--- config.mk ---
export PLATFORM = sky130hd
export DESIGN_NAME = roman_numerals_of_value_and_primes_top
export DESIGN_NICKNAME = d
export VERILOG_FILES = /design/src/rtl/rnp_pkg.sv /design/src/rtl/rnp_rem_unit.sv /design/src/rtl/roman_numerals_of_value_and_primes_top.sv
export SDC_FILE = /design/constraint.sdc
export NUM_CORES = 1
export LEC_CHECK = 0
export ABC_CLOCK_PERIOD_IN_PS = 5200
export BUFFER_PORTS_ARGS = -buffer_cell sky130_fd_sc_hd__buf_2
export CAP_MARGIN = 20
export CORE_AREA = 4 4 148 186
export DETAILED_ROUTE_END_ITERATION = 10
export DIE_AREA = 0 0 152 190
export HOLD_SLACK_MARGIN = 0.06
export PLACE_DENSITY = 0.56
export SETUP_SLACK_MARGIN = 0.1
export SYNTH_ARGS = -nofsm -noshare
export SYNTH_HDL_FRONTEND = slang
export SYNTH_SLANG_ARGS = --single-unit
--- constraint.sdc ---
create_clock -name clk -period 5.2 [get_ports clk]
set_clock_uncertainty 0.15 [all_clocks]
set_input_delay 1.04 -clock clk [delete_from_list [all_inputs] [get_ports clk]]
set_output_delay 1.04 -clock clk [all_outputs]
set_load 0.05 [all_outputs]
--- src/rtl/rnp_pkg.sv ---
// Package of the Roman numeral and prime search block: types, codes and the weight table.
// Used by the remainder unit, the top level and the checker.
package rnp_pkg;

  localparam int IN_W    = 16;
  localparam int VAL_W   = 12;
  localparam int SQ_W    = VAL_W + 1;
  localparam int CNT_W   = $clog2(VAL_W + 1);
  localparam int NUM_PRIMES = 3;

  typedef logic [VAL_W-1:0] val_t;
  typedef logic [3:0]       sym_t;
  typedef logic [1:0]       which_t;

  localparam logic [IN_W-1:0] VAL_MIN = 16'd6;
  localparam logic [IN_W-1:0] VAL_MAX = 16'd3999;

  localparam sym_t   SYM_I        = 4'd12;
  localparam sym_t   SYM_LINE_END = 4'd13;
  localparam sym_t   SYM_STOP     = 4'd14;
  localparam which_t WHICH_VALUE  = 2'd0;
  localparam which_t WHICH_LAST   = 2'd3;
  localparam logic [1:0] PRIME_LAST = 2'(NUM_PRIMES - 1);

  typedef enum logic [1:0] {
    ST_IDLE,
    ST_CHECK,
    ST_DIV,
    ST_EMIT
  } state_t;

  // Request to and response from the shared remainder unit.
  typedef struct packed {
    logic start;
    val_t dividend;
    val_t divisor;
  } rem_req_t;

  typedef struct packed {
    logic done;
    logic rem_zero;
  } rem_rsp_t;

  // Value of each symbol code, from M down to I.
  function automatic val_t weight(input sym_t idx);
    val_t w;
    case (idx)
      4'd0:    w = 12'd1000;
      4'd1:    w = 12'd900;
      4'd2:    w = 12'd500;
      4'd3:    w = 12'd400;
      4'd4:    w = 12'd100;
      4'd5:    w = 12'd90;
      4'd6:    w = 12'd50;
      4'd7:    w = 12'd40;
      4'd8:    w = 12'd10;
      4'd9:    w = 12'd9;
      4'd10:   w = 12'd5;
      4'd11:   w = 12'd4;
      default: w = 12'd1;
    endcase
    return w;
  endfunction

endpackage

--- src/rtl/rnp_rem_unit.sv ---
// Restoring remainder unit, one dividend bit per cycle.
// Depends on rnp_pkg for the request and response structs.
module rnp_rem_unit (
  input  logic              clk,
  input  logic              rst_n,
  input  rnp_pkg::rem_req_t req,
  output rnp_pkg::rem_rsp_t rsp
);
  import rnp_pkg::*;

  logic             run_r, run_nxt;
  logic [CNT_W-1:0] cnt_r, cnt_nxt;
  val_t             dvd_r, dvd_nxt;
  val_t             dvs_r, dvs_nxt;
  val_t             rem_r, rem_nxt;
  logic [SQ_W-1:0]  shifted;

  assign shifted = {rem_r, dvd_r[VAL_W-1]};

  always_comb begin
    run_nxt = run_r;
    cnt_nxt = cnt_r;
    dvd_nxt = dvd_r;
    dvs_nxt = dvs_r;
    rem_nxt = rem_r;
    if (req.start) begin
      run_nxt = 1'b1;
      cnt_nxt = CNT_W'(VAL_W);
      dvd_nxt = req.dividend;
      dvs_nxt = req.divisor;
      rem_nxt = '0;
    end else if (run_r) begin
      if (cnt_r != '0) begin
        cnt_nxt = cnt_r - 1'b1;
        dvd_nxt = {dvd_r[VAL_W-2:0], 1'b0};
        if (shifted >= {1'b0, dvs_r}) begin
          rem_nxt = VAL_W'(shifted - {1'b0, dvs_r});
        end else begin
          rem_nxt = shifted[VAL_W-1:0];
        end
      end else begin
        run_nxt = 1'b0;
      end
    end
  end

  always_ff @(posedge clk) begin
    if (!rst_n) begin
      run_r <= 1'b0;
      cnt_r <= '0;
    end else begin
      run_r <= run_nxt;
      cnt_r <= cnt_nxt;
    end
    dvd_r <= dvd_nxt;
    dvs_r <= dvs_nxt;
    rem_r <= rem_nxt;
  end

  assign rsp.done     = run_r && (cnt_r == '0);
  assign rsp.rem_zero = (rem_r == '0);

endmodule

--- src/rtl/roman_numerals_of_value_and_primes_top.sv ---
// Top level of the Roman numeral block: sequencer, prime search and numeral emission.
// Depends on rnp_pkg and rnp_rem_unit.
//
// Use: drive in_value and raise start while busy is low; that edge accepts the item.
// A value from 6 to 3999 makes the block busy. It searches downward for the three
// largest primes below the value by trial division, then sends the numeral of the
// value and of each prime as symbol tokens, each numeral closed by a line end.
// Every token is shown on out_symbol, out_which_number and out_last for one cycle
// with out_strobe high; out_last marks the final token of the item.
// Any other value gives one stop token in the cycle after acceptance and the
// block stays ready.
// Each trial divisor takes a check state and then a division in the shared bit-serial
// remainder unit; each of the three primes found takes a further check state. In
// emission each step either sends a token or skips a weight. The shared remainder
// unit sets the rate.
// The receiver cannot stall; tokens are never held back.
// Reset (synchronous, rst_n low) returns the block to idle and drops out_strobe.
module roman_numerals_of_value_and_primes_top (
  input  logic                     clk,
  input  logic                     rst_n,
  input  logic                     start,
  output logic                     busy,
  input  logic [rnp_pkg::IN_W-1:0] in_value,
  output logic                     out_strobe,
  output logic [3:0]               out_symbol,
  output logic [1:0]               out_which_number,
  output logic                     out_last
);
  import rnp_pkg::*;

  state_t          state_r, state_nxt;
  val_t            cand_r, cand_nxt;
  val_t            div_r, div_nxt;
  logic [SQ_W-1:0] sq_r, sq_nxt;
  logic [1:0]      nprime_r, nprime_nxt;
  val_t            found_r [NUM_PRIMES];
  logic            found_we;
  val_t            rem_val_r, rem_val_nxt;
  sym_t            idx_r, idx_nxt;
  which_t          which_r, which_nxt;
  logic            strobe_r, strobe_nxt;
  sym_t            sym_r, sym_nxt;
  which_t          outw_r, outw_nxt;
  logic            last_r, last_nxt;
  rem_req_t        req;
  rem_rsp_t        rsp;
  logic            accept;
  logic            in_range;
  logic            prime_done;
  val_t            w_cur;

  rnp_rem_unit u_rem (
    .clk   (clk),
    .rst_n (rst_n),
    .req   (req),
    .rsp   (rsp)
  );

  assign accept     = start && !busy;
  assign in_range   = (in_value >= VAL_MIN) && (in_value <= VAL_MAX);
  // The candidate is prime once the divisor squared passes it.
  assign prime_done = (cand_r < 12'd2) || (sq_r > {1'b0, cand_r});
  assign w_cur      = weight(idx_r);

  // Next state.
  always_comb begin
    state_nxt = state_r;
    case (state_r)
      ST_IDLE: begin
        if (accept && in_range) begin
          state_nxt = ST_CHECK;
        end
      end
      ST_CHECK: begin
        if (!prime_done) begin
          state_nxt = ST_DIV;
        end else if (nprime_r == PRIME_LAST) begin
          state_nxt = ST_EMIT;
        end
      end
      ST_DIV: begin
        if (rsp.done) begin
          state_nxt = ST_CHECK;
        end
      end
      ST_EMIT: begin
        if (rem_val_r == '0 && which_r == WHICH_LAST) begin
          state_nxt = ST_IDLE;
        end
      end
      default: state_nxt = ST_IDLE;
    endcase
  end

  // Datapath and outputs.
  always_comb begin
    cand_nxt     = cand_r;
    div_nxt      = div_r;
    sq_nxt       = sq_r;
    nprime_nxt   = nprime_r;
    found_we     = 1'b0;
    rem_val_nxt  = rem_val_r;
    idx_nxt      = idx_r;
    which_nxt    = which_r;
    strobe_nxt   = 1'b0;
    sym_nxt      = sym_r;
    outw_nxt     = outw_r;
    last_nxt     = 1'b0;
    req.start    = 1'b0;
    req.dividend = cand_r;
    req.divisor  = div_r;
    case (state_r)
      ST_IDLE: begin
        if (accept) begin
          if (in_range) begin
            cand_nxt    = VAL_W'(in_value - 1'b1);
            div_nxt     = 12'd2;
            sq_nxt      = 13'd4;
            nprime_nxt  = '0;
            rem_val_nxt = in_value[VAL_W-1:0];
          end else begin
            strobe_nxt = 1'b1;
            sym_nxt    = SYM_STOP;
            outw_nxt   = WHICH_VALUE;
            last_nxt   = 1'b1;
          end
        end
      end
      ST_CHECK: begin
        if (prime_done) begin
          found_we   = 1'b1;
          cand_nxt   = (cand_r == '0) ? cand_r : cand_r - 1'b1;
          div_nxt    = 12'd2;
          sq_nxt     = 13'd4;
          nprime_nxt = nprime_r + 1'b1;
          idx_nxt    = '0;
          which_nxt  = WHICH_VALUE;
        end else begin
          req.start = 1'b1;
        end
      end
      ST_DIV: begin
        if (rsp.done) begin
          if (rsp.rem_zero) begin
            cand_nxt = cand_r - 1'b1;
            div_nxt  = 12'd2;
            sq_nxt   = 13'd4;
          end else begin
            // (d+1)^2 = d^2 + 2d + 1
            div_nxt = div_r + 1'b1;
            sq_nxt  = sq_r + {div_r, 1'b1};
          end
        end
      end
      ST_EMIT: begin
        if (rem_val_r != '0) begin
          if (rem_val_r >= w_cur) begin
            strobe_nxt  = 1'b1;
            sym_nxt     = idx_r;
            outw_nxt    = which_r;
            rem_val_nxt = rem_val_r - w_cur;
          end else begin
            idx_nxt = idx_r + 1'b1;
          end
        end else begin
          strobe_nxt = 1'b1;
          sym_nxt    = SYM_LINE_END;
          outw_nxt   = which_r;
          last_nxt   = (which_r == WHICH_LAST);
          if (which_r != WHICH_LAST) begin
            rem_val_nxt = found_r[which_r];
            which_nxt   = which_r + 1'b1;
            idx_nxt     = '0;
          end
        end
      end
      default: ;
    endcase
  end

  always_ff @(posedge clk) begin
    if (!rst_n) begin
      state_r   <= ST_IDLE;
      strobe_r  <= 1'b0;
      cand_r    <= '0;
      div_r     <= '0;
      sq_r      <= '0;
      nprime_r  <= '0;
      rem_val_r <= '0;
      idx_r     <= '0;
      which_r   <= '0;
    end else begin
      state_r   <= state_nxt;
      strobe_r  <= strobe_nxt;
      cand_r    <= cand_nxt;
      div_r     <= div_nxt;
      sq_r      <= sq_nxt;
      nprime_r  <= nprime_nxt;
      rem_val_r <= rem_val_nxt;
      idx_r     <= idx_nxt;
      which_r   <= which_nxt;
    end
    sym_r  <= sym_nxt;
    outw_r <= outw_nxt;
    last_r <= last_nxt;
    if (found_we) begin
      found_r[nprime_r] <= cand_r;
    end
  end

  assign busy             = (state_r != ST_IDLE);
  assign out_strobe       = strobe_r;
  assign out_symbol       = sym_r;
  assign out_which_number = outw_r;
  assign out_last         = last_r;

endmodule

# Yosys cells after proc, flatten, opt, wreduce, memory -nomap -nowiden
# Memories as Yosys holds them, arrays and structs flattened. A register that Yosys moved wholly into a read port is not among the register bits.
# Cells that the tools add are included.
# op_classes
div	0
n_lt_le_gt_ge	6
addsub	10
eq_ne	21
multipliers	0
shifts	0
reduce_logical	32
n_mux	81
n_bitwise	1
# op_table
operator	n
$mux W12	20
$pmux W12 S3	2
$mux W13	5
$mux W4	13
$pmux W13 S3	1
$logic_not A12 Y1	3
$mux W2	17
$ne A2 B2 Y1 const B	12
$pmux W12 S2	1
$sub A12 B1 Y12 const B	2
$sub A12 B12 Y12	2
$reduce_and A4 Y1	5
$ge A16 B3 Y1 const B	1
$le A16 B12 Y1 const B	1
$pmux W4 S2	2
$mux W1	14
$add A13 B13 Y13	1
$ge A13 B12 Y1	1
$gt A13 B12 Y1	1
$add A12 B1 Y12 const B	1
$ge A12 B12 Y1	1
$lt A12 B2 Y1 const B	1
$ne A3 B3 Y1 const B	4
$pmux W2 S2	3
21 further kinds	37
# totals
mem_count	2
mem_bits_rw	36
latchBits	0
reg_bits	108
romBits	160
output_inout_bits	9
inputBits	19
wordCells	171
# memory_table
name	depth	width	rd	rd_clocked_by_memory_dff	write_ports	line	source
(name not given)	16	10	1	1	0	rnp_pkg.sv:47	case (idx)
found_r	3	12	1	1	1	roman_numerals_of_value_and_primes_top.sv:36	val_t found_r [NUM_PRIMES];

# Longest topological paths before layout
# Gate-level depths: netlist of the first run.
# logic_depth
ltp_word	6
depth_mapped	15
depth_no_buf	14

# Cells and area by module
# A second synthesis of the first run with hierarchy kept.
# unflattened
cells_unflattened	993
hier_area_um2	9041.2
# by_module_without_submodules
mod	seq_area_each_um2	n_inst	cells_each	area_each_um2
roman_numerals_of_value_and_primes_top	2702.6	1	773	6770.2
rnp_rem_unit	1061.0	1	220	2270.9

# Worst setup path after synthesis of the first run
# No wires, ideal clock.
# synth_timing
path_kind	register to register
start	register state_r[0]
end	register cand_r[10]
period_less_slack_ps	3446
setup_ps	128
t_arrival_ps	3168
path_slack_ps	1754
n_path_buf	3
path_stages_with_launch	15
cell_sequence	dfxtp_1 inv_1 ha_1 clkbuf_1 buf_1 clkbuf_1 mux2i_1 ha_1 o21ai_0 or2_2 nor2_1 o21ai_0 mux2i_1 a22oi_1 nor2_1
# synth_via
elab_chain_cells	5
# synth_lines
item	line	source
from (decl)	roman_numerals_of_value_and_primes_top.sv:31	state_t state_r, state_nxt;
from (signal assigned)	roman_numerals_of_value_and_primes_top.sv:193	state_r <= state_nxt;
$reduce_bool A2 Y1	roman_numerals_of_value_and_primes_top.sv:211	assign busy = (state_r != ST_IDLE);
$logic_not A1 Y1	roman_numerals_of_value_and_primes_top.sv:59	assign accept = start && !busy;
$logic_and A1 B1 Y1	roman_numerals_of_value_and_primes_top.sv:59	
$ne A2 B2 Y1 (no source line)	-	
$reduce_and A7 Y1 (no source line)	-	
to (signal assigned)	roman_numerals_of_value_and_primes_top.sv:195	cand_r <= cand_nxt;
to (decl)	roman_numerals_of_value_and_primes_top.sv:32	val_t cand_r, cand_nxt;
# Parallel ways exist; a longest one is shown, timed or not.
# A chain may end at the register's enable or synchronous reset.

# Worst setup path in the final report of the first run
# layout_timing
start	register rem_val_r[0]
end	register w_cur[4] (netlist name)
# layout_via
elab_chain_cells	5
# layout_lines
item	line	source
from (decl)	roman_numerals_of_value_and_primes_top.sv:38	val_t rem_val_r, rem_val_nxt;
from (signal assigned)	roman_numerals_of_value_and_primes_top.sv:199	rem_val_r <= rem_val_nxt;
$ge A12 B12 Y1 / $reduce_bool A12 Y1 (equally long branches)	roman_numerals_of_value_and_primes_top.sv:157, roman_numerals_of_value_and_primes_top.sv:156	
$ne A3 B3 Y1 (no source line) / $mux W4 (equally long branches)	-	
$reduce_and A4 Y1 (no source line) / $pmux W4 S2 (equally long branches)	-	
$mux W4 (no source line) (*) (2 in series)	-	
# Mark *: on every way between the ends. The rest lies on a longest branch, timed or not.

==> impl_metrics.env, run 1 <==
export IMPL_tightestPinTransition_ns=0.960
export IMPL_synthesis_area_mm2=0.00891
export IMPL_final_max_slew_violation_count=0
export IMPL_synth_warnings=0
export IMPL_io_pin_count=28
export IMPL_power_density_mw_per_mm2=586
export IMPL_ys_seq_area_share_pct=42.2
export IMPL_async_flop_share_pct=0
export IMPL_clk_latency_ns=0.43
export IMPL_vias=7015
export IMPL_die_height_um=190
export IMPL_cts_resized=0
export IMPL_syn2layout_area_growth_pct=12.2
export IMPL_crit_path_end_kind="register"
export IMPL_drt_first_pass_iters=4
export IMPL_antenna_cells=0
export IMPL_final_util_pct=38.8
export IMPL_grt_pass1_vias=6975
export IMPL_max_freq_ghz=0.269
export IMPL_nNetsFinal=1064
export IMPL_netlist_instances=969
export IMPL_synth_seq_cells=155
export IMPL_syn_nets=1051
export IMPL_min_period_over_period_pct=71.5
export IMPL_coreArea_mm2=0.0258
export IMPL_wl_per_cell_um=17.2
export IMPL_top_layer_used="met4"
export IMPL_dieWidth_um=152
export IMPL_cts_root_buf="clkbuf_16"
export IMPL_power_frac_seq_pct=32.9
export IMPL_path_clk_slew_ns=0.07
export IMPL_wl_met1_mm=9.74
export IMPL_clock_path_buffers=2
export IMPL_numCtsBuffers=17
export IMPL_synth_edf_count=66
export IMPL_yosys_area_top_type="edfxtp_1"
export IMPL_hp_class="register to register"
export IMPL_grt_use_total_pct=16.1
export IMPL_min_period_ns=3.72
export IMPL_leakage_nw=3.84
export IMPL_antenna_left=0
export IMPL_rsz0062_at_grt="false"
export IMPL_ys_top_cells_by_area="edfxtp_1, dfxtp_1, ha_1"
export IMPL_overflow=0
export IMPL_start_util_pct=34.6
export IMPL_cts_setup_buffers=0
export IMPL_dpl_hpwl_mm=16.4
export IMPL_netlist_area_leader_share_pct=22.2
export IMPL_relSlewSlack_pct=35.5
export IMPL_place_congestion=0.832
export IMPL_postPlaceCellArea_mm2=0.00937
export IMPL_p_int_mw=3.39
export IMPL_numClockSinks=155
export IMPL_swShare_pct=42.1
export IMPL_drt_initial_drc_count=380
export IMPL_synth_cell_types=77
export IMPL_setup_tns_ns=0
export IMPL_wl_mm=22.9
export IMPL_synth_flop_cell="dfxtp_1"
export IMPL_setup_viol=0
export IMPL_final_cell_mix="nor2_1, dfxtp_1, a21oi_1"
export IMPL_vias_per_cell=5.25
export IMPL_final_common_cell="nor2_1"
export IMPL_vdd_drop_max_mv=0.217
export IMPL_dieArea_mm2=0.0289
export IMPL_hold_viol=0
export IMPL_rows=66
export IMPL_status="finished, final reports clean"
export IMPL_antenna_found_initial=0
export IMPL_met2_length_mm=12.0
export IMPL_maxCapViolCount=0
export IMPL_crit_path_start_kind="register"
export IMPL_combPwrFrac_pct=44.3
export IMPL_clock_power_share_pct=22.8
export IMPL_p_sw_mw=2.47
export IMPL_path_class="register to register"
export IMPL_cts_tree="built"
export IMPL_h_tree_depth=4
export IMPL_arrival_ns=3.94
export IMPL_drc=0
export IMPL_worstPathRequired_ns=5.42
export IMPL_cts_hold_buf=0
export IMPL_post_route_cell_area_mm2=0.0100
export IMPL_dr_wl_met3_um=648
export IMPL_syn_area_per_cell_um2=9.19
export IMPL_grt_pass1_wl_mm=37.5
export IMPL_grt_max_degree=44
export IMPL_worst_path_max_fanout=4
export IMPL_drive_gt1_share_pct=10.8
export IMPL_io_buffers=27
[critical path: stages (launching register included)]
cell and delay [ns]:
dfxtp_1 0.35, inv_1 0.05, ha_1 0.22, fa_1 0.39
nand2b_1 0.20, a21oi_1 0.25, o21ai_1 0.20, a31oi_1 0.43
nor3_2 0.09, mux2_2 0.32, and2_1 0.21, inv_1 0.11
ha_1 0.28, mux2_1 0.32, nor2_1 0.08
[cells in the mapped netlist, types with 5 or more instances]
cell / count
o21ai_0: 54
a31oi_1: 16
inv_1: 65
nor3_1: 35
dfxtp_1: 89
nor4_1: 14
o21ai_1: 8
mux2_2: 13
nand2_1: 59
nand2b_1: 8
a211oi_1: 25
nor2_1: 92
a21o_1: 7
a21boi_0: 6
ha_1: 60
a21oi_1: 76
clkbuf_1: 33
edfxtp_1: 66
nor2b_1: 10
nand4_1: 10
and2_1: 17
buf_1: 6
xor2_1: 12
xnor2_1: 17
o21bai_1: 7
and3_1: 12
or2_2: 5
nand3_1: 26
mux2i_1: 33
o21a_1: 10
[final timing paths]
| path | from | endpoint | slack, ns | depth (start not counted) |
|---|---|---|---|---|
| worst min register to register | u_rem.rem_r[11] | u_rem.rem_r[11] | 0.34 | 2 |
| worst min-delay path | u_rem.rem_r[11] | u_rem.rem_r[11] | 0.34 | 2 |
| worst max register to register | rem_val_r[0] | w_cur[4] | 1.48 | 14 |
| worst max-delay path | rem_val_r[0] | w_cur[4] | 1.48 | 14 |
[through the flow]
step                hold WS (ns)  std cells  setup WS, ns  power, mW
floorplan                  0.287        969          1.75       3.85
detailed placement         0.338       1303          1.17       4.55
global placement           0.335       1303          1.30       4.52
finish                     0.343       1335          1.48       5.86
CTS                        0.348       1335          1.50       5.90
global route               0.373       1335          1.22       6.29
[cell type report]
class	instances	area, um^2
clock buffers	17	425
flip-flops and latches	155	3760
well taps	340	425
inverters	67	251
multi-input cells	704	4720
repair buffers	37	210
fillers	2607	15800
clock inverters	15	200
[power by group through the flow]
stage	Clock, mW	Sequential [mW]	Combinational [mW]
floorplan	0	1.86	1.98
global placement	0	1.95	2.57
detailed placement	0	1.95	2.59
CTS	1.36	1.93	2.61
global route	1.41	1.96	2.92
finish	1.33	1.93	2.60
[sequential cells by signal, indices dropped and copies added (netlist names), 2 cells and up, named ones only]
name              count
cand_r               12
u_rem.cnt_r           4
found_r              36
idx_r                 4
out_which_number      2
div_r                12
out_symbol            4
which_r               2
nprime_r              2
w_cur                 9
sq_r                 13
u_rem.dvd_r          12
u_rem.dvs_r          12
u_rem.rem_r          12
rem_val_r            12
state_r               2
[routing by layer]
metal / vias to the layer above / GRT usage, %
li1: 3538 / -
met1: 3334 / 19.1
met2: 117 / 29.5
met3: 26 / 2.28
met4: 0 / 6.12
met5: - / 0
[logic make-up after synthesis]
logic type,synth area share [%]
adders and majority gates,9.10
buffers and inverters,4.79
muxes,5.48
xor gates and xnor gates,2.85
DFF,42.2
AOI/OAI and AO/OA,17.9
and+or+nand+nor,17.6
Note: power is estimated with default switching activity, not from simulation.
==> inputs of run 2 (changes only) <==
Settings changed: ABC_CLOCK_PERIOD_IN_PS 5200 to 3850.
Clock period 5.2 ns to 3.85 ns, I/O delays scaled along.
==> impl_metrics.env, run 2 (same netlist as run 1, synthesis figures left out) <==
export IMPL_drt_first_pass_iters=5
export IMPL_numClockSinks=155
export IMPL_antenna_left=0
export IMPL_final_cell_count_no_fill=1354
export IMPL_met2_length_mm=11.8
export IMPL_start_util_pct=34.6
export IMPL_io_pin_count=28
export IMPL_antenna_found_initial=0
export IMPL_setup_tns_ns=0
export IMPL_syn2layout_area_growth_pct=13.8
export IMPL_maxCapViolCount=0
export IMPL_max_freq_ghz=0.281
export IMPL_vias=7111
export IMPL_dpl_hpwl_mm=17.0
export IMPL_io_buffers=27
export IMPL_wl_met1_mm=9.89
export IMPL_grt_pass1_vias=6919
export IMPL_rows=66
export IMPL_numCtsBuffers=17
export IMPL_clk_latency_ns=0.43
export IMPL_worstPathRequired_ns=4.07
export IMPL_fillers=2620
export IMPL_seq_area_mm2=0.00376
export IMPL_final_max_slew_violation_count=0
export IMPL_drive_gt1_share_pct=12.6
export IMPL_h_tree_depth=4
export IMPL_relSlewSlack_pct=32.5
export IMPL_place_inst=1322
export IMPL_status="finished, final reports clean"
export IMPL_grt_pass1_wl_mm=37.0
export IMPL_path_clk_slew_ns=0.07
export IMPL_hold_slack_ns=0.343
export IMPL_setup_viol=0
export IMPL_wl_per_cell_um=17.0
export IMPL_drc=0
export IMPL_pre_cts_ws_ns=0.239
export IMPL_tightestPinTransition_ns=1.00
export IMPL_place_congestion=0.863
export IMPL_worst_path_max_fanout=9
export IMPL_min_period_over_period_pct=92.4
export IMPL_overflow=0
export IMPL_top_layer_used="met4"
export IMPL_cts_root_buf="clkbuf_16"
export IMPL_vias_per_cell=5.25
export IMPL_dr_wl_met3_um=772
export IMPL_drt_initial_drc_count=355
export IMPL_wl_mm=23.0
export IMPL_dieArea_mm2=0.0289
export IMPL_dieWidth_um=152
export IMPL_nNetsFinal=1083
export IMPL_grt_max_degree=41
export IMPL_hold_viol=0
export IMPL_rrSetupSlack_ns=0.29
export IMPL_die_height_um=190
export IMPL_antenna_cells=0
export IMPL_power_density_mw_per_mm2=788
export IMPL_largest_reg_flops=36
export IMPL_path_class="register to register"
export IMPL_hp_class="register to register"
export IMPL_final_cell_mix="nor2_1, dfxtp_1, a21oi_1"
export IMPL_crit_path_end_kind="register"
export IMPL_grt_use_total_pct=16.0
export IMPL_arrival_ns=3.78
export IMPL_clock_path_buffers=2
export IMPL_cts_tree="built"
export IMPL_multi_input_area_mm2=0.00474
export IMPL_setup_ws_ns=0.294
export IMPL_coreArea_mm2=0.0258
export IMPL_vdd_drop_max_mv=0.354
export IMPL_reg_top3="found_r (36), sq_r (13)"
export IMPL_crit_path_start_kind="register"
export IMPL_final_common_cell="nor2_1"
export IMPL_leakage_nw=3.93
export IMPL_cts_hold_buf=0
export IMPL_min_period_ns=3.56
export IMPL_rsz0062_at_grt="true"
export IMPL_regMostFlops="found_r"
## run 2: cell count changes in the layout (fill, tap and decap cells not counted), moves of 3 or more
cell	change
bufinv_16	-3
inv_8	+7
buf_4	+18
inv_6	-8
clkinv_4	+3
## run 2: critical path, cell delays in order, from the launching register on
cell,delay [ns]
dfxtp_1,0.49
inv_1,0.15
ha_1,0.35
nand4_1,0.16
nor3_1,0.19
o21ai_1,0.10
a31o_2,0.31
or4_4,0.57
o21ai_1,0.29
and2_1,0.30
mux2_1,0.35
nor2_1,0.09
## run 2: metrics by stage
| stage | total power, mW | utilization [%] | area (um^2) |
|---|---|---|---|
| floorplan | 5.19 | - | 8910 |
| global placement | 6.32 | 37.0 | 9530 |
| detailed placement | 6.35 | 37.0 | 9530 |
| CTS | 8.04 | 39.3 | 10100 |
| global route | 8.58 | 39.3 | 10100 |
| finish | 7.98 | 39.3 | 10100 |
## run 2: path summary, 6_finish.rpt
| path | start | endpoint | cells after the start |
|---|---|---|---|
| max | cand_r[7] | w_cur[4] | 11 |
| min reg2reg | u_rem.rem_r[11] | u_rem.rem_r[11] | 2 |
| max reg2reg | cand_r[7] | w_cur[4] | 11 |
| min | u_rem.rem_r[11] | u_rem.rem_r[11] | 2 |
## run 2: timing repair
| item | 4_1_cts | 5_1_grt |
|---|---|---|
| setup buffers | 0 | 0 |
| setup endpoints to repair | 0 | 4 |
| resized for setup | 0 | 2 |
## run 2: routing by layer
metal | global-route usage, % | vias to the layer above
met5 | 0 | -
met2 | 28.8 | 140
met3 | 2.96 | 39
li1 | - | 3584
met1 | 19.1 | 3348
met4 | 5.71 | 0
## run 2: cell type report
| type | count | area share [%] |
|---|---|---|
| clock buffer | 17 | 4.20 |
| clock inverter | 15 | 1.63 |
| multi-input combinational | 704 | 46.8 |
| sequential | 155 | 37.1 |
| inverter | 67 | 2.48 |
| timing repair buffer | 56 | 3.60 |
| tap | 340 | 4.20 |
## run 2: power breakdown
part | internal (mW) | total, mW | switching, mW
combinational | 1.43 | 3.81 | 2.38
sequential | 2.24 | 2.50 | 0.259
clock | 0.874 | 1.68 | 0.802
